## src/design/one_wire_bus_master_core_macros.svh

```systemverilog
// Assertion helpers for the 1-Wire master core.
// Both expect clk and rst_n in the scope where they are used.
`ifndef ONE_WIRE_BUS_MASTER_CORE_MACROS_SVH
`define ONE_WIRE_BUS_MASTER_CORE_MACROS_SVH

// Consequent checked on the same edge as the antecedent
`define OWBM_ASSERT_SAME(label, ante, cons, msg) \
    label: assert property (@(posedge clk) disable iff (!rst_n) (ante) |-> (cons)) \
        else $error(msg);

// Consequent checked on the edge after the antecedent
`define OWBM_ASSERT_NEXT(label, ante, cons, msg) \
    label: assert property (@(posedge clk) disable iff (!rst_n) (ante) |=> (cons)) \
        else $error(msg);

`endif

```

## src/design/owbm_pkg.sv

```systemverilog
`default_nettype none

package owbm_pkg;

    localparam int TIME_W      = 9;
    localparam int QUEUE_DEPTH = 2;

    // Request codes carried in req_type
    typedef enum logic [2:0] {
        REQ_TICK    = 3'd0,
        REQ_RESET   = 3'd1,
        REQ_WR_BYTE = 3'd2,
        REQ_RD_BYTE = 3'd3,
        REQ_WR_BIT  = 3'd4,
        REQ_RD_BIT  = 3'd5
    } req_code_t;

    // Register indexes
    typedef enum logic [2:0] {
        CFG_RESET_LOW     = 3'd0,
        CFG_PRESENCE_WAIT = 3'd1,
        CFG_RESET_TAIL    = 3'd2,
        CFG_SHORT_LOW     = 3'd3,
        CFG_ZERO_LOW      = 3'd4,
        CFG_WRITE_SLOT    = 3'd5,
        CFG_READ_SAMPLE   = 3'd6,
        CFG_READ_TAIL     = 3'd7
    } cfg_idx_t;

    // Register reset values, in microseconds
    localparam logic [TIME_W-1:0] RST_RESET_LOW     = 9'd480;
    localparam logic [TIME_W-1:0] RST_PRESENCE_WAIT = 9'd70;
    localparam logic [TIME_W-1:0] RST_RESET_TAIL    = 9'd410;
    localparam logic [TIME_W-1:0] RST_SHORT_LOW     = 9'd6;
    localparam logic [TIME_W-1:0] RST_ZERO_LOW      = 9'd60;
    localparam logic [TIME_W-1:0] RST_WRITE_SLOT    = 9'd70;
    localparam logic [TIME_W-1:0] RST_READ_SAMPLE   = 9'd12;
    localparam logic [TIME_W-1:0] RST_READ_TAIL     = 9'd55;

    typedef struct packed {
        logic [TIME_W-1:0] reset_low_time;
        logic [TIME_W-1:0] presence_wait_time;
        logic [TIME_W-1:0] reset_tail_time;
        logic [TIME_W-1:0] short_low_time;
        logic [TIME_W-1:0] zero_low_time;
        logic [TIME_W-1:0] write_slot_time;
        logic [TIME_W-1:0] read_sample_time;
        logic [TIME_W-1:0] read_tail_time;
    } cfg_t;

    typedef struct packed {
        logic [2:0] req_type;
        logic [7:0] tx_data;
        logic       bus_sample;
    } req_t;

    typedef struct packed {
        logic       pin_drive_enable;
        logic       pin_level;
        logic       busy_res;
        logic       done_res;
        logic       presence;
        logic [7:0] rx_data;
        logic       rejected;
    } res_t;

    // Item class decided by the front end
    typedef enum logic [1:0] {
        CLS_TICK = 2'd0,
        CLS_CMD  = 2'd1,
        CLS_NOP  = 2'd2
    } cls_t;

    typedef struct packed {
        cls_t       cls;
        req_code_t  op;
        logic [7:0] tx_data;
        logic       bus_sample;
    } item_t;

    // A zero length lasts one tick
    function automatic logic [TIME_W-1:0] dur(input logic [TIME_W-1:0] v);
        return (v == '0) ? TIME_W'(1) : v;
    endfunction

endpackage

`default_nettype wire

```

## src/design/owbm_regs.sv

```systemverilog
`default_nettype none

module owbm_regs (
    input  wire logic          clk,
    input  wire logic          rst_n,
    input  wire logic          psel,
    input  wire logic          penable,
    input  wire logic          pwrite,
    input  wire logic [4:0]    paddr,
    input  wire logic [31:0]   pwdata,
    output logic [31:0]        prdata,
    output logic               pready,
    output owbm_pkg::cfg_t     cfg
);

    owbm_pkg::cfg_t    cfg_reg;
    owbm_pkg::cfg_idx_t idx;
    logic              wr_en;
    logic [owbm_pkg::TIME_W-1:0] rd_val;

    assign pready = 1'b1;
    assign idx    = owbm_pkg::cfg_idx_t'(paddr[4:2]);
    assign wr_en  = psel && penable && pwrite && pready;
    assign cfg    = cfg_reg;

    // Register writes on the access beat
    always_ff @(posedge clk or negedge rst_n)
    begin
        if (!rst_n)
        begin
            cfg_reg.reset_low_time     <= owbm_pkg::RST_RESET_LOW;
            cfg_reg.presence_wait_time <= owbm_pkg::RST_PRESENCE_WAIT;
            cfg_reg.reset_tail_time    <= owbm_pkg::RST_RESET_TAIL;
            cfg_reg.short_low_time     <= owbm_pkg::RST_SHORT_LOW;
            cfg_reg.zero_low_time      <= owbm_pkg::RST_ZERO_LOW;
            cfg_reg.write_slot_time    <= owbm_pkg::RST_WRITE_SLOT;
            cfg_reg.read_sample_time   <= owbm_pkg::RST_READ_SAMPLE;
            cfg_reg.read_tail_time     <= owbm_pkg::RST_READ_TAIL;
        end
        else if (wr_en)
        begin
            unique case (idx)
                owbm_pkg::CFG_RESET_LOW:     cfg_reg.reset_low_time     <= pwdata[8:0];
                owbm_pkg::CFG_PRESENCE_WAIT: cfg_reg.presence_wait_time <= pwdata[8:0];
                owbm_pkg::CFG_RESET_TAIL:    cfg_reg.reset_tail_time    <= pwdata[8:0];
                owbm_pkg::CFG_SHORT_LOW:     cfg_reg.short_low_time     <= pwdata[8:0];
                owbm_pkg::CFG_ZERO_LOW:      cfg_reg.zero_low_time      <= pwdata[8:0];
                owbm_pkg::CFG_WRITE_SLOT:    cfg_reg.write_slot_time    <= pwdata[8:0];
                owbm_pkg::CFG_READ_SAMPLE:   cfg_reg.read_sample_time   <= pwdata[8:0];
                default:                     cfg_reg.read_tail_time     <= pwdata[8:0];
            endcase
        end
    end

    // Read-back mux
    always_comb
    begin
        unique case (idx)
            owbm_pkg::CFG_RESET_LOW:     rd_val = cfg_reg.reset_low_time;
            owbm_pkg::CFG_PRESENCE_WAIT: rd_val = cfg_reg.presence_wait_time;
            owbm_pkg::CFG_RESET_TAIL:    rd_val = cfg_reg.reset_tail_time;
            owbm_pkg::CFG_SHORT_LOW:     rd_val = cfg_reg.short_low_time;
            owbm_pkg::CFG_ZERO_LOW:      rd_val = cfg_reg.zero_low_time;
            owbm_pkg::CFG_WRITE_SLOT:    rd_val = cfg_reg.write_slot_time;
            owbm_pkg::CFG_READ_SAMPLE:   rd_val = cfg_reg.read_sample_time;
            default:                     rd_val = cfg_reg.read_tail_time;
        endcase
        prdata = {23'd0, rd_val};
    end

endmodule

`default_nettype wire

```

## src/design/owbm_front.sv

```systemverilog
`default_nettype none

module owbm_front #(
    parameter int QUEUE_DEPTH = owbm_pkg::QUEUE_DEPTH
) (
    input  wire logic           clk,
    input  wire logic           rst_n,
    input  wire logic           req_valid,
    output logic                req_ready,
    input  wire owbm_pkg::req_t req,
    output logic                item_valid,
    input  wire logic           item_ready,
    output owbm_pkg::item_t     item
);

    localparam int PTR_W = (QUEUE_DEPTH > 1) ? $clog2(QUEUE_DEPTH) : 1;
    localparam int CNT_W = $clog2(QUEUE_DEPTH + 1);
    localparam logic [PTR_W-1:0] LAST_PTR = PTR_W'(QUEUE_DEPTH - 1);

    owbm_pkg::item_t  queue_mem [QUEUE_DEPTH];
    owbm_pkg::item_t  cls_item;
    logic [PTR_W-1:0] wr_ptr_reg, wr_ptr_next;
    logic [PTR_W-1:0] rd_ptr_reg, rd_ptr_next;
    logic [CNT_W-1:0] count_reg, count_next;
    logic             push, pop;

    // Classify the incoming beat
    always_comb
    begin
        cls_item.op         = owbm_pkg::req_code_t'(req.req_type);
        cls_item.tx_data    = req.tx_data;
        cls_item.bus_sample = req.bus_sample;
        unique case (req.req_type) inside
            owbm_pkg::REQ_TICK:
                cls_item.cls = owbm_pkg::CLS_TICK;
            owbm_pkg::REQ_RESET, owbm_pkg::REQ_WR_BYTE, owbm_pkg::REQ_RD_BYTE,
            owbm_pkg::REQ_WR_BIT, owbm_pkg::REQ_RD_BIT:
                cls_item.cls = owbm_pkg::CLS_CMD;
            default:
                cls_item.cls = owbm_pkg::CLS_NOP;
        endcase
    end

    assign req_ready  = (count_reg != CNT_W'(QUEUE_DEPTH));
    assign item_valid = (count_reg != '0);
    assign item       = queue_mem[rd_ptr_reg];
    assign push       = req_valid && req_ready;
    assign pop        = item_valid && item_ready;

    // Pointer and fill bookkeeping
    always_comb
    begin
        wr_ptr_next = wr_ptr_reg;
        rd_ptr_next = rd_ptr_reg;
        count_next  = count_reg;
        if (push)
        begin
            wr_ptr_next = (wr_ptr_reg == LAST_PTR) ? '0 : wr_ptr_reg + 1'b1;
        end
        if (pop)
        begin
            rd_ptr_next = (rd_ptr_reg == LAST_PTR) ? '0 : rd_ptr_reg + 1'b1;
        end
        if (push && !pop)
        begin
            count_next = count_reg + 1'b1;
        end
        else if (pop && !push)
        begin
            count_next = count_reg - 1'b1;
        end
    end

    always_ff @(posedge clk or negedge rst_n)
    begin
        if (!rst_n)
        begin
            wr_ptr_reg <= '0;
            rd_ptr_reg <= '0;
            count_reg  <= '0;
        end
        else
        begin
            wr_ptr_reg <= wr_ptr_next;
            rd_ptr_reg <= rd_ptr_next;
            count_reg  <= count_next;
        end
    end

    // Queue storage
    always_ff @(posedge clk)
    begin
        if (push)
        begin
            queue_mem[wr_ptr_reg] <= cls_item;
        end
    end

endmodule

`default_nettype wire

```

## src/design/owbm_engine.sv

```systemverilog
`default_nettype none

module owbm_engine (
    input  wire logic            clk,
    input  wire logic            rst_n,
    input  wire owbm_pkg::cfg_t  cfg,
    input  wire logic            item_valid,
    output logic                 item_ready,
    input  wire owbm_pkg::item_t item,
    output logic                 res_valid,
    input  wire logic            res_ready,
    output owbm_pkg::res_t       res
);

`include "one_wire_bus_master_core_macros.svh"

    localparam int TW = owbm_pkg::TIME_W;

    typedef enum logic [3:0] {
        PH_IDLE     = 4'd0,
        PH_RST_LOW  = 4'd1,
        PH_RST_WAIT = 4'd2,
        PH_RST_TAIL = 4'd3,
        PH_WR_LOW   = 4'd4,
        PH_WR_HIGH  = 4'd5,
        PH_RD_LOW   = 4'd6,
        PH_RD_WAIT  = 4'd7,
        PH_RD_TAIL  = 4'd8
    } phase_t;

    typedef enum logic [1:0] {
        DRV_RELEASED = 2'b00,
        DRV_LOW      = 2'b10,
        DRV_HIGH     = 2'b11
    } drv_t;

    phase_t              phase_reg, phase_next;
    owbm_pkg::req_code_t op_reg, op_next;
    logic [TW-1:0]       timer_reg, timer_next;
    logic [3:0]          bits_reg, bits_next;
    logic [7:0]          shift_reg, shift_next;
    drv_t                drv_reg, drv_next;
    logic                pres_reg, pres_next;
    logic [7:0]          rx_reg, rx_next;
    logic                res_valid_reg, res_valid_next;
    owbm_pkg::res_t      res_reg, res_next;

    logic [TW-1:0]       timer_dec, low_len, slot_len;
    logic [3:0]          bits_dec;
    logic                done, rej, take;

    assign take       = !res_valid_reg || res_ready;
    assign item_ready = take;
    assign res_valid  = res_valid_reg;
    assign res        = res_reg;

    assign timer_dec = timer_reg - 1'b1;
    assign bits_dec  = bits_reg - 1'b1;
    assign low_len   = owbm_pkg::dur(shift_reg[0] ? cfg.short_low_time : cfg.zero_low_time);
    assign slot_len  = cfg.write_slot_time;

    // Phase sequencing for one beat
    always_comb
    begin
        phase_next = phase_reg;
        op_next    = op_reg;
        timer_next = timer_reg;
        bits_next  = bits_reg;
        shift_next = shift_reg;
        drv_next   = drv_reg;
        pres_next  = pres_reg;
        rx_next    = rx_reg;
        done       = 1'b0;
        rej        = 1'b0;

        if (item.cls == owbm_pkg::CLS_TICK && phase_reg != PH_IDLE)
        begin
            timer_next = timer_dec;
            if (timer_dec == '0)
            begin
                unique case (phase_reg)
                    PH_RST_LOW:
                    begin
                        phase_next = PH_RST_WAIT;
                        drv_next   = DRV_HIGH;
                        timer_next = owbm_pkg::dur(cfg.presence_wait_time);
                    end
                    PH_RST_WAIT:
                    begin
                        pres_next  = !item.bus_sample;
                        phase_next = PH_RST_TAIL;
                        drv_next   = DRV_RELEASED;
                        timer_next = owbm_pkg::dur(cfg.reset_tail_time);
                    end
                    PH_RST_TAIL:
                    begin
                        done = 1'b1;
                    end
                    PH_WR_LOW:
                    begin
                        phase_next = PH_WR_HIGH;
                        drv_next   = DRV_HIGH;
                        timer_next = (slot_len > low_len) ? slot_len - low_len : TW'(1);
                    end
                    PH_WR_HIGH:
                    begin
                        shift_next = {1'b0, shift_reg[7:1]};
                        bits_next  = bits_dec;
                        if (bits_dec != '0)
                        begin
                            // next slot of the byte
                            phase_next = PH_WR_LOW;
                            drv_next   = DRV_LOW;
                            timer_next = owbm_pkg::dur(shift_reg[1] ? cfg.short_low_time
                                                                    : cfg.zero_low_time);
                        end
                        else
                        begin
                            done = 1'b1;
                        end
                    end
                    PH_RD_LOW:
                    begin
                        phase_next = PH_RD_WAIT;
                        drv_next   = DRV_RELEASED;
                        timer_next = owbm_pkg::dur(cfg.read_sample_time);
                    end
                    PH_RD_WAIT:
                    begin
                        shift_next = {item.bus_sample, shift_reg[7:1]};
                        phase_next = PH_RD_TAIL;
                        timer_next = owbm_pkg::dur(cfg.read_tail_time);
                    end
                    PH_RD_TAIL:
                    begin
                        bits_next = bits_dec;
                        if (bits_dec != '0)
                        begin
                            phase_next = PH_RD_LOW;
                            drv_next   = DRV_LOW;
                            timer_next = owbm_pkg::dur(cfg.short_low_time);
                        end
                        else
                        begin
                            rx_next = (op_reg == owbm_pkg::REQ_RD_BIT) ? {7'd0, shift_reg[7]}
                                                                       : shift_reg;
                            done    = 1'b1;
                        end
                    end
                    default:
                    begin
                        phase_next = PH_IDLE;
                    end
                endcase
                if (done)
                begin
                    phase_next = PH_IDLE;
                    timer_next = '0;
                end
            end
        end
        else if (item.cls == owbm_pkg::CLS_CMD)
        begin
            if (phase_reg != PH_IDLE)
            begin
                rej = 1'b1;
            end
            else
            begin
                op_next  = item.op;
                drv_next = DRV_LOW;
                unique case (item.op)
                    owbm_pkg::REQ_RESET:
                    begin
                        phase_next = PH_RST_LOW;
                        timer_next = owbm_pkg::dur(cfg.reset_low_time);
                    end
                    owbm_pkg::REQ_WR_BYTE:
                    begin
                        shift_next = item.tx_data;
                        bits_next  = 4'd8;
                        phase_next = PH_WR_LOW;
                        timer_next = owbm_pkg::dur(item.tx_data[0] ? cfg.short_low_time
                                                                   : cfg.zero_low_time);
                    end
                    owbm_pkg::REQ_WR_BIT:
                    begin
                        shift_next = {7'd0, item.tx_data[0]};
                        bits_next  = 4'd1;
                        phase_next = PH_WR_LOW;
                        timer_next = owbm_pkg::dur(item.tx_data[0] ? cfg.short_low_time
                                                                   : cfg.zero_low_time);
                    end
                    owbm_pkg::REQ_RD_BYTE:
                    begin
                        shift_next = '0;
                        bits_next  = 4'd8;
                        phase_next = PH_RD_LOW;
                        timer_next = owbm_pkg::dur(cfg.short_low_time);
                    end
                    default:
                    begin
                        shift_next = '0;
                        bits_next  = 4'd1;
                        phase_next = PH_RD_LOW;
                        timer_next = owbm_pkg::dur(cfg.short_low_time);
                    end
                endcase
            end
        end
    end

    // Result word built from the updated state
    always_comb
    begin
        res_next.pin_drive_enable = drv_next[1];
        res_next.pin_level        = drv_next[1] ? drv_next[0] : 1'b1;
        res_next.busy_res         = (phase_next != PH_IDLE);
        res_next.done_res         = done;
        res_next.presence         = pres_next;
        res_next.rx_data          = rx_next;
        res_next.rejected         = rej;

        res_valid_next = res_valid_reg;
        if (item_valid && take)
        begin
            res_valid_next = 1'b1;
        end
        else if (res_ready)
        begin
            res_valid_next = 1'b0;
        end
    end

    // State and output register
    always_ff @(posedge clk or negedge rst_n)
    begin
        if (!rst_n)
        begin
            phase_reg     <= PH_IDLE;
            op_reg        <= owbm_pkg::REQ_TICK;
            timer_reg     <= '0;
            bits_reg      <= '0;
            shift_reg     <= '0;
            drv_reg       <= DRV_RELEASED;
            pres_reg      <= 1'b0;
            rx_reg        <= '0;
            res_valid_reg <= 1'b0;
            res_reg       <= '0;
        end
        else
        begin
            res_valid_reg <= res_valid_next;
            if (item_valid && take)
            begin
                phase_reg <= phase_next;
                op_reg    <= op_next;
                timer_reg <= timer_next;
                bits_reg  <= bits_next;
                shift_reg <= shift_next;
                drv_reg   <= drv_next;
                pres_reg  <= pres_next;
                rx_reg    <= rx_next;
                res_reg   <= res_next;
            end
        end
    end

    `OWBM_ASSERT_SAME(a_done_idle, res_valid_reg && res_reg.done_res, !res_reg.busy_res && !res_reg.rejected, "done result still busy or rejected")
    `OWBM_ASSERT_SAME(a_reject_busy, res_valid_reg && res_reg.rejected, res_reg.busy_res, "rejection reported while idle")
    `OWBM_ASSERT_SAME(a_idle_timer, phase_reg == PH_IDLE, timer_reg == '0, "phase timer left running while idle")
    `OWBM_ASSERT_NEXT(a_take_loads, item_valid && item_ready, res_valid_reg, "taken item left no result")

endmodule

`default_nettype wire

```

## src/design/one_wire_bus_master_core.sv

```systemverilog
// Channel  | Dir | Handshake         | Beat
// ---------+-----+-------------------+------------------------------------------
// req      | in  | req_valid/ready   | owbm_pkg::req_t: tick, command or no-op
// res      | out | res_valid/ready   | owbm_pkg::res_t: pin state, status, data
// apb      | in  | psel/penable      | 9-bit phase lengths at paddr 4*index
//
// One result per request beat, sustained at one beat per clock while res_ready stays high.
// A taken beat is written into the front queue, then popped by the engine once its
// output register is free; its result is registered and offered on res.
// The front queue holds QUEUE_DEPTH beats; the engine advances one beat
// per cycle whenever its output register is empty or being drained.
// rst_n clears queue, phase state and result register asynchronously.
// A stalled result only stops the engine; the queue keeps taking beats until full.
`default_nettype none

module one_wire_bus_master_core #(
    parameter int QUEUE_DEPTH = owbm_pkg::QUEUE_DEPTH
) (
    input  wire logic           clk,
    input  wire logic           rst_n,
    input  wire logic           req_valid,
    output logic                req_ready,
    input  wire owbm_pkg::req_t req,
    output logic                res_valid,
    input  wire logic           res_ready,
    output owbm_pkg::res_t      res,
    input  wire logic           psel,
    input  wire logic           penable,
    input  wire logic           pwrite,
    input  wire logic [4:0]     paddr,
    input  wire logic [31:0]    pwdata,
    output logic [31:0]         prdata,
    output logic                pready
);

    owbm_pkg::cfg_t  cfg;
    owbm_pkg::item_t item;
    logic            item_valid;
    logic            item_ready;

    // Configuration registers
    owbm_regs u_regs (
        .clk     (clk),
        .rst_n   (rst_n),
        .psel    (psel),
        .penable (penable),
        .pwrite  (pwrite),
        .paddr   (paddr),
        .pwdata  (pwdata),
        .prdata  (prdata),
        .pready  (pready),
        .cfg     (cfg)
    );

    // Accept and classify, queue ahead of the engine
    owbm_front #(
        .QUEUE_DEPTH (QUEUE_DEPTH)
    ) u_front (
        .clk        (clk),
        .rst_n      (rst_n),
        .req_valid  (req_valid),
        .req_ready  (req_ready),
        .req        (req),
        .item_valid (item_valid),
        .item_ready (item_ready),
        .item       (item)
    );

    // Slot timing and bus control
    owbm_engine u_engine (
        .clk        (clk),
        .rst_n      (rst_n),
        .cfg        (cfg),
        .item_valid (item_valid),
        .item_ready (item_ready),
        .item       (item),
        .res_valid  (res_valid),
        .res_ready  (res_ready),
        .res        (res)
    );

endmodule

`default_nettype wire
```

## config.mk

```make
export PLATFORM = sky130hd
export DESIGN_NAME = one_wire_bus_master_core
export DESIGN_NICKNAME = d
export VERILOG_FILES = /design/src/design/owbm_pkg.sv /design/src/design/owbm_regs.sv /design/src/design/owbm_front.sv /design/src/design/owbm_engine.sv /design/src/design/one_wire_bus_master_core.sv
export VERILOG_INCLUDE_DIRS = /design/src /design/src/design
export SDC_FILE = /design/constraint.sdc
export NUM_CORES = 1
export LEC_CHECK = 0
export ABC_AREA = 1
export BUFFER_PORTS_ARGS = -buffer_cell sky130_fd_sc_hd__buf_4
export CAP_MARGIN = 20
export CORE_ASPECT_RATIO = 0.75
export CORE_MARGIN = 10
export CORE_UTILIZATION = 50
export DETAILED_ROUTE_END_ITERATION = 8
export PLACE_DENSITY = 0.73
export SLEW_MARGIN = 25
export SYNTH_ARGS = -nofsm -noshare
export SYNTH_HDL_FRONTEND = slang
export SYNTH_SLANG_ARGS = --single-unit
```

## constraint.sdc

```tcl
create_clock -name clk -period 7.5 [get_ports clk]
set_clock_uncertainty 0.05 [all_clocks]
set_input_delay 0 -clock clk [delete_from_list [all_inputs] [get_ports clk]]
set_output_delay 0 -clock clk [all_outputs]
set_load 0.02 [all_outputs]
```

==> impl_metrics.json, run 1 <==
{
  "power_frac_seq_pct": 34.4,
  "dieHeight_um": 137,
  "grt_pass1_wl_um": 44400,
  "dr.pass1.iters": 6,
  "min_path_type": "in2reg",
  "cts_tree": "yes",
  "crit_path_max_fanout": 25,
  "hold_violations": 0,
  "synth_top_flop_cell": "dfrtp_1",
  "synth_mux_area_share_pct": 0,
  "synthTopCellsByArea": "dfrtp_1, nand2_1, edfxtp_1",
  "ant_nets": 0,
  "grt_overflow": 0,
  "initial_core_util_pct": 51.3,
  "synth_top_family_by_area": "simple AND/OR/NAND/NOR gates",
  "yosysMostFrequentCell": "nand2_1",
  "internal_power_mw": 1.99,
  "worstPathArrival_ns": 3.74,
  "synth_top_cell_by_area": "dfrtp_1",
  "gp_congestion": 1.03,
  "setup_viol": 0,
  "via_per_inst": 5.71,
  "die_area_mm2": 0.0241,
  "nets": 1354,
  "cts_sinks": 148,
  "multi_input_area_mm2": 0.00446,
  "grt_pass1_vias": 7912,
  "finalCriticalPeriod_ns": 3.47,
  "avgSynthCellArea_um2": 7.51,
  "ir_drop_uv": 226,
  "synth_common_cells": "nand2_1, o21ai_0, inv_1",
  "drt-total-wl_um": 28100,
  "htreeDepth": 4,
  "synth_edf_count": 28,
  "synth-xor-area-share_pct": 0.959,
  "min_period_over_period_pct": 46.3,
  "rsz0062_at_grt": "no",
  "area_delta_synth_final_pct": 14.2,
  "crit_chain": "inv_2 -> nand2_1 -> nand4_2 -> inv_4 -> nor2_1 -> inv_1 -> nand2_1 -> inv_2 -> o21ai_0 -> a21oi_1 -> a21boi_0",
  "tightest_slew_ns": 0.965,
  "p_switching_mw": 1.60,
  "clock_latency_ns": 0.44,
  "regArea_mm2": 0.00388,
  "required_ns": 7.77,
  "wl_per_cell_um": 18.3,
  "synth_cell_types": 53,
  "largest_reg_flops": 72,
  "async_flop_share_pct": 81.1,
  "powerDensity_mw_per_mm2": 344,
  "postSynthCellCount": 1217,
  "setup-tns-final_ns": 0,
  "synth_compound_area_share_pct": 16.4,
  "worst_path_max_delay_cell": "dfrtp_1",
  "fillers": 1646,
  "cts_made_buffers": 17,
  "maxCapViolCount": 0,
  "antenna_found_initial": 0,
  "synth_adder_area_share_pct": 2.27,
  "grt.total_usage_pct": 23.5,
  "maxSlewHeadroom_pct": 35.4,
  "grt_max_degree": 72,
  "synthSimpleGateAreaFrac_pct": 28.1,
  "total_power_mw": 3.59,
  "power.share.clock_pct": 24.7,
  "ys_seq_area_share_pct": 42.4,
  "status": "finished, final reports clean",
  "clock.fmax_mhz": 288,
  "crit_type": "reg2reg",
  "rows": 42,
  "vias": 8769,
  "final_max_slew_viol_count": 0,
  "cts_buffer_depth": 2,
  "clk_pin_slew_worst_paths_ns": 0.07,
  "startpoint_type": "flip-flop",
  "port_buffers": 55,
  "leakagePower_nw": 4.88,
  "swShare_pct": 44.5,
  "ys_seq_elements": 148,
  "io_pins": 105,
  "drive_above_1_share_pct": 13.1,
  "core_mm2": 0.0178,
  "drc": 0,
  "crit_path_end_kind": "flip-flop",
  "antenna_cells": 0,
  "pwr-share-comb_pct": 41.0,
  "drt_iter0_drc": 1257,
  "slowest_delay_ns": 0.77,
  "syn_area_mm2": 0.00914,
  "place_hpwl_um": 20600,
  "final_cell_count_no_fill": 1537,
  "post_cts_resized": 0,
  "cts_root_buf": "clkbuf_16",
  "dp_cells": 1482,
  "synth_top_area_share_pct": 25.2,
  "die_x_um": 176,
  "yosysWarnings": 0
}
-- routing by layer --
metal  GRT usage, %  vias up  wire length [µm]  part of all wire [%]
li1               -     4109                 -                     -
met1           34.4     4068             12400                    44
met2           33.1      524             11600                    41
met3           6.39       68              3560                    13
met4           5.92        0               586                   2.1
met5              0        -                 0                     0
-- worst paths after layout --
| kind | from | end | slack [ns] | depth (start not counted) |
|---|---|---|---|---|
| max in group asynchronous | rst_n | u_regs.cfg[18] | 5.95 | 3 |
| worst min-delay path | req_valid | u_front.wr_ptr_reg | 0.05 | 5 |
| worst max register to register | u_front.rd_ptr_reg | u_engine.timer_reg[8] | 4.03 | 11 |
| worst min register to register | u_engine.drv_reg[0] | u_engine.drv_reg[0] | 0.44 | 2 |
| worst max-delay path | u_front.rd_ptr_reg | u_engine.timer_reg[8] | 4.03 | 11 |
| min in group asynchronous | rst_n | u_front.wr_ptr_reg | 0.08 | 2 |
-- power groups by stage --
stage	clock, mW	combinational, mW	sequential (mW)
4_1_cts	0.892	1.44	1.22
5_1_grt	0.930	1.65	1.25
3_5_place_dp	0	1.42	1.23
3_3_place_gp	0	1.39	1.23
2_1_floorplan	0	1.09	1.16
6_report	0.886	1.47	1.23
-- critical path, delay by kind of cell (launching register included) --
family	cells	cell delay, ns
and+or+nand+nor	4	1.09
DFF	1	0.77
buffers and inverters	4	1.08
AOI/OAI and AO/OA	3	0.35
-- through the flow --
stage	utilization, %	hold WS [ns]	area (µm²)	setup WS [ns]
after floorplan	-	-0.346	9220	4.61
after global placement	53.9	0.0330	9590	4.18
after detailed placement	53.9	0.0241	9600	4.12
after CTS	58.6	0.0414	10400	4.11
after global routing	58.6	0.0767	10400	3.71
final	58.6	0.0525	10400	4.03
-- area by class of cell --
cell class / count / share of cell area [%]
Clock buffer: 17 / 4.08
Clock inverter: 15 / 1.75
Inverter: 139 / 5.02
Multi-Input combinational cell: 895 / 42.7
Sequential cell: 148 / 37.2
Tap cell: 242 / 2.90
Timing Repair Buffer: 81 / 6.38
-- repair_timing --
action | 4_1_cts | 5_1_grt
hold buffers | 23 | 0
setup endpoints to repair | 0 | 0
endpoints found under the hold margin | 148 | 0
setup buffers | 0 | 0
-- kinds of logic after synthesis --
kind of cell / count (synthesis)
other cells: 2
xor+xnor: 10
flops: 148
simple gates: 591
buf+inv: 196
fa+ha+maj: 16
compound gates: 254
-- cell usage in the layout, fill, tap and decap left out, drive strengths merged --
cell type    instances
or2                  9
clkinv               4
nor3                14
ha                  15
and2                 2
bufinv               1
clkinvlp             2
o211ai              18
a21oi               21
nand3b               4
o21bai               1
a21boi               1
nand2              355
conb                24
o22ai               12
o221ai               4
o21a                 7
dfstp               28
a21o                 1
nand4               17
xnor2                5
dfrtp               92
edfxtp              28
nor2               127
a221oi              18
fa                   1
o2111ai              1
a22o                 3
o31ai               10
buf                 58
nand3               63
dlygate4sd3         23
clkbuf              17
o21ai              157
inv                147
xor2                 5
(Power assumes the default switching activity.)
==> run 2: changes to the inputs <==
Clock period 7.5 ns to 3.2 ns, I/O delays scaled along.
==> run 2 against run 1 <==
Compared with the run above:
- first-iteration DRC count fell by 7.6%
- sequential cell count stayed put
- clock-buffer cell count is the same
- die area unchanged
- critical path depth rose by 4
- global-route usage rose by 0.71 points
- total power grew 140%
- cell count rose by 1.2%
- critical endpoint is now u_engine.timer_reg[6]
==> impl_metrics.json, run 2 (same netlist as run 1, synthesis figures left out) <==
{
  "status": "finished, final reports clean",
  "clk_pin_slew_worst_paths_ns": 0.07,
  "final_common_cell": "nand2_1",
  "grt_overflow": 0,
  "hold_violations": 0,
  "min_period_over_period_pct": 93.9,
  "final_max_slew_viol_count": 0,
  "setup-tns-final_ns": 0,
  "drive_above_1_share_pct": 14.4,
  "powerDensity_mw_per_mm2": 812,
  "required_ns": 3.48,
  "rows": 42,
  "rr_endpoint": "u_engine.timer_reg[6]",
  "die_x_um": 176,
  "timing.rr.start": "u_engine.shift_reg[0]",
  "startpoint_type": "flip-flop",
  "initial_core_util_pct": 51.3,
  "whs_ns": 0.0512,
  "vias": 8789,
  "multi_input_area_mm2": 0.00446,
  "cts_sinks": 148,
  "final_cell_count_no_fill": 1555,
  "leakagePower_nw": 4.98,
  "area_delta_synth_final_pct": 15.8,
  "dp_cells": 1500,
  "regArea_mm2": 0.00388,
  "gp_congestion": 1.09,
  "cts_tree": "yes",
  "htreeDepth": 4,
  "cts_root_buf": "clkbuf_16",
  "min_path_type": "in2async",
  "fin_util_pct": 59.4,
  "fillers": 1647,
  "worst_path_max_delay_cell": "dfrtp_2",
  "antenna_found_initial": 0,
  "slowest_delay_ns": 0.56,
  "dieHeight_um": 137,
  "worstPathArrival_ns": 3.28,
  "drt-total-wl_um": 29000,
  "crit_type": "reg2reg",
  "port_buffers": 55,
  "antenna_cells": 0,
  "drc": 0,
  "fin_ws_ns": 0.195,
  "crit_buf_inv": 1,
  "crit_path_end_kind": "flip-flop",
  "cp_top_family": "compound AO/OA/AOI/OAI gates",
  "maxSlewHeadroom_pct": 35.3,
  "core_mm2": 0.0178,
  "drt_iter0_drc": 1161,
  "clock.fmax_mhz": 333,
  "worst_r2r_path_depth": 15,
  "cts_made_buffers": 17,
  "rsz0062_at_grt": "no",
  "maxCapViolCount": 0,
  "crit_chain": "nand2_1 -> o21ai_1 -> nand4_1 -> o221ai_1 -> ha_1 -> inv_1 -> fa_1 -> nand3_1 -> nand2_1 -> a21oi_1 -> xor2_1 -> nor2_1 -> nor2_1 -> nor2_1 -> o21a_1",
  "place_hpwl_um": 22000,
  "path_depth": 15,
  "grt_pass1_vias": 8020,
  "final_cell_mix": "nand2_1, o21ai_0, inv_1",
  "tightest_slew_ns": 0.968,
  "cts_buffer_depth": 2,
  "cp_common_cell": "nor2_1",
  "io_pins": 105,
  "grt_max_degree": 82,
  "grt_pass1_wl_um": 45400,
  "dp_worst_setup_slack_ns": 0.114,
  "clock_latency_ns": 0.44,
  "r2r_setup_slack_ns": 0.19,
  "ant_nets": 0,
  "setup_viol": 0,
  "nets": 1372,
  "crit_path_max_fanout": 18,
  "die_area_mm2": 0.0241,
  "grt.total_usage_pct": 24.2,
  "finalCriticalPeriod_ns": 3.01,
  "dr.pass1.iters": 6,
  "ir_drop_uv": 473,
  "via_per_inst": 5.65,
  "largest_reg_flops": 72,
  "wl_per_cell_um": 18.6
}
[run 2: layer usage]
layer,up-vias,global-route usage [%],part of all wire [%]
met4,0,7.05,1.7
met2,507,33.7,41
li1,4139,-,-
met1,4099,35.1,45
met3,44,7.21,13
met5,-,0,0
[run 2: stage by stage]
stage          area (µm²)  power (mW)
2_1_floorplan        9220        5.27
3_3_place_gp         9740        6.27
3_5_place_dp         9740        6.35
4_1_cts             10600        8.48
5_1_grt             10600        9.14
6_report            10600        8.59
[run 2: repair_timing]
item / 4_1_cts / 5_1_grt
buffers inserted: 0 / 0
endpoints found under the hold margin: 140 / 0
setup endpoints to repair: 0 / 2
hold buffers: 23 / 0
resized for setup: 0 / 10
[run 2: final cells by class]
type                            instances  share of cell area [%]
Timing Repair Buffer                   99                    7.68
Clock buffer                           17                    4.02
Sequential cell                       148                    36.7
Inverter                              139                    4.95
Multi-Input combinational cell        895                    42.1
Tap cell                              242                    2.86
Clock inverter                         15                    1.69
[run 2: worst max-delay path by stage]
| stage | from | to |
|---|---|---|
| 6_report | u_engine.shift_reg[0] | u_engine.timer_reg[6] |
| 3_5_place_dp | u_engine.shift_reg[0] | u_engine.timer_reg[6] |
| 4_1_cts | u_engine.shift_reg[0] | u_engine.timer_reg[6] |
| 2_1_floorplan | u_engine.shift_reg[0] | u_engine.timer_reg[6] |
| 3_3_place_gp | u_engine.shift_reg[0] | u_engine.timer_reg[6] |
| 5_1_grt | u_engine.shift_reg[0] | u_engine.timer_reg[6] |
[run 2: worst register-to-register path, cell delays in order (launching register included)]
cell,delay [ns]
dfrtp_2,0.56
nand2_1,0.10
o21ai_1,0.17
nand4_1,0.13
o221ai_1,0.23
ha_1,0.19
inv_1,0.07
fa_1,0.42
nand3_1,0.10
nand2_1,0.10
a21oi_1,0.21
xor2_1,0.20
nor2_1,0.07
nor2_1,0.11
nor2_1,0.05
o21a_1,0.16
[run 2: where the power goes]
part / internal, mW / total, mW / switching [mW] / leakage, nW
logic: 1.21 / 3.61 / 2.40 / 3.02
clock network: 1.19 / 2.10 / 0.916 / 0.299
registers: 2.43 / 2.89 / 0.452 / 1.65
total: 4.83 / 8.59 / 3.77 / 4.98
==> run 3: changes to the inputs <==
Settings changed: CORE_ASPECT_RATIO 0.75 to not set, CORE_UTILIZATION 50 to 40, PLACE_DENSITY 0.73 to 0.61.
==> run 3 against run 2 <==
Compared with the run above:
- maximum frequency is 2.1% higher
- core utilization is 12 points lower
- non-clock buffer count is 4 lower
- wire length is 2.3% higher
- clock power hardly changed
- die area is 21% higher
- critical path depth is 1 lower
- critical path type unchanged
==> impl_metrics.json, run 3 (same netlist as run 1, synthesis figures left out) <==
{
  "status": "finished, final reports clean",
  "ir_drop_uv": 345,
  "clock_latency_ns": 0.43,
  "dr.pass1.iters": 6,
  "rows": 55,
  "vias": 8510,
  "cts_tree": "yes",
  "r2r_setup_slack_ns": 0.26,
  "ant_nets": 0,
  "port_buffers": 55,
  "nets": 1368,
  "die_x_um": 171,
  "area_delta_synth_final_pct": 16.0,
  "drt_iter0_drc": 907,
  "tightest_slew_ns": 1.04,
  "dieHeight_um": 171,
  "cts_root_buf": "clkbuf_16",
  "crit_path_end_kind": "flip-flop",
  "drc": 0,
  "clock.fmax_mhz": 340,
  "min_path_type": "in2async",
  "timing.rr.start": "u_engine.shift_reg[0]",
  "final_max_slew_viol_count": 0,
  "power.share.clock_pct": 24.4,
  "antenna_found_initial": 0,
  "power_frac_seq_pct": 33.4,
  "worstPathArrival_ns": 3.21,
  "min_period_over_period_pct": 92.0,
  "cts_sinks": 148,
  "p_switching_mw": 3.71,
  "grt.total_usage_pct": 20.8,
  "via_per_inst": 5.34,
  "finalCriticalPeriod_ns": 2.94,
  "busiest_layer": "met2",
  "maxCapViolCount": 0,
  "pwr-share-comb_pct": 42.2,
  "dp_cells": 1538,
  "cts_buffer_depth": 2,
  "internal_power_mw": 4.84,
  "rsz0062_at_grt": "no",
  "place_hpwl_um": 22700,
  "startpoint_type": "flip-flop",
  "total_power_mw": 8.55,
  "grt_overflow": 0,
  "cts_made_buffers": 17,
  "leakagePower_nw": 4.95,
  "powerDensity_mw_per_mm2": 807,
  "drive_above_1_share_pct": 13.8,
  "required_ns": 3.47,
  "fillers": 2266,
  "wl_per_cell_um": 18.6,
  "core_mm2": 0.0226,
  "setup_viol": 0,
  "use_met3_pct": 4.61,
  "die_area_mm2": 0.0293,
  "grt_pass1_wl_um": 47200,
  "initial_core_util_pct": 40.5,
  "final_common_cell": "nand2_1",
  "met1_usage_pct": 29.7,
  "setup-tns-final_ns": 0,
  "grt_pass1_vias": 8208,
  "io_pins": 105,
  "hold_violations": 0,
  "drt-total-wl_um": 29600,
  "crit_path_max_fanout": 18,
  "rr_endpoint": "u_engine.timer_reg[6]",
  "crit_type": "reg2reg",
  "grt_use_met2_pct": 31.1,
  "worst_r2r_path_depth": 14,
  "clk_pin_slew_worst_paths_ns": 0.07,
  "swShare_pct": 43.4,
  "post-cts-setup-buffers": 0,
  "final_cell_mix": "nand2_1, o21ai_0, inv_1",
  "gp_congestion": 0.984,
  "maxSlewHeadroom_pct": 30.4,
  "grt_max_degree": 63,
  "largest_reg_flops": 72,
  "htreeDepth": 4,
  "final_cell_count_no_fill": 1595
}
==> run 3: timing repair <==
action | 4_1_cts | 5_1_grt
gates resized for setup | 0 | 1
endpoints found under the hold margin | 134 | 0
setup endpoints to repair | 0 | 2
hold buffers | 24 | 0
==> run 3: routing by layer <==
metal	part of all wire [%]	vias to the layer above	routed length [µm]
met5	0	-	0
met4	1.8	0	539
met3	7.7	38	2290
met2	44	308	13100
met1	46	4019	13700
li1	-	4145	-
==> run 3: area by class of cell <==
class                      count  area [µm²]  area share, %
clock inverter                12         140           1.32
tap                          285         357           3.36
timing repair buffer          95         786           7.41
clock buffer                  20         458           4.32
multi-input combinational    895        4460           42.0
antenna                        1        2.50         0.0236
sequential                   148        3880           36.6
inverter                     139         524           4.94
==> run 3: worst max-delay path by stage <==
stage / cells past startpoint / end / from
finish: 14 / u_engine.timer_reg[6] / u_engine.shift_reg[0]
global route: 14 / u_engine.timer_reg[6] / u_engine.shift_reg[0]
CTS: 14 / u_engine.timer_reg[6] / u_engine.shift_reg[0]
detailed placement: 14 / u_engine.timer_reg[6] / u_engine.shift_reg[0]
global placement: 14 / u_engine.timer_reg[6] / u_engine.shift_reg[0]
floorplan: 16 / u_engine.timer_reg[6] / u_engine.shift_reg[0]
==> run 3: stage by stage <==
step | hold WS [ns] | area [µm²] | setup WS (ns) | utilization (%)
after floorplan | -0.346 | 9220 | 0.305 | -
after global placement | 0.0928 | 9760 | 0.265 | 43.2
after detailed placement | 0.0887 | 9760 | 0.231 | 43.2
after CTS | 0.176 | 10600 | 0.217 | 46.9
after global routing | 0.197 | 10600 | 0.0190 | 47.0
final | 0.151 | 10600 | 0.257 | 47.0
==> run 3: power by group through the flow <==
stage | sequential [mW] | combinational [mW] | clock (mW)
final | 2.85 | 3.61 | 2.09
after global routing | 2.91 | 4.07 | 2.20
after CTS | 2.84 | 3.57 | 2.11
after detailed placement | 2.87 | 3.52 | 0
after global placement | 2.86 | 3.51 | 0
after floorplan | 2.71 | 2.56 | 0
==> run 3: worst max-delay path, cell delays in order (launching register included) <==
cell,delay [ns]
dfrtp_2,0.51
o21ai_0,0.37
nand4_1,0.14
o221ai_1,0.18
ha_1,0.17
inv_1,0.07
fa_1,0.41
nand3_1,0.09
nand2_1,0.10
a21oi_1,0.18
xor2_1,0.18
nor2_1,0.07
nor2_1,0.11
nor2_1,0.05
o21a_1,0.16
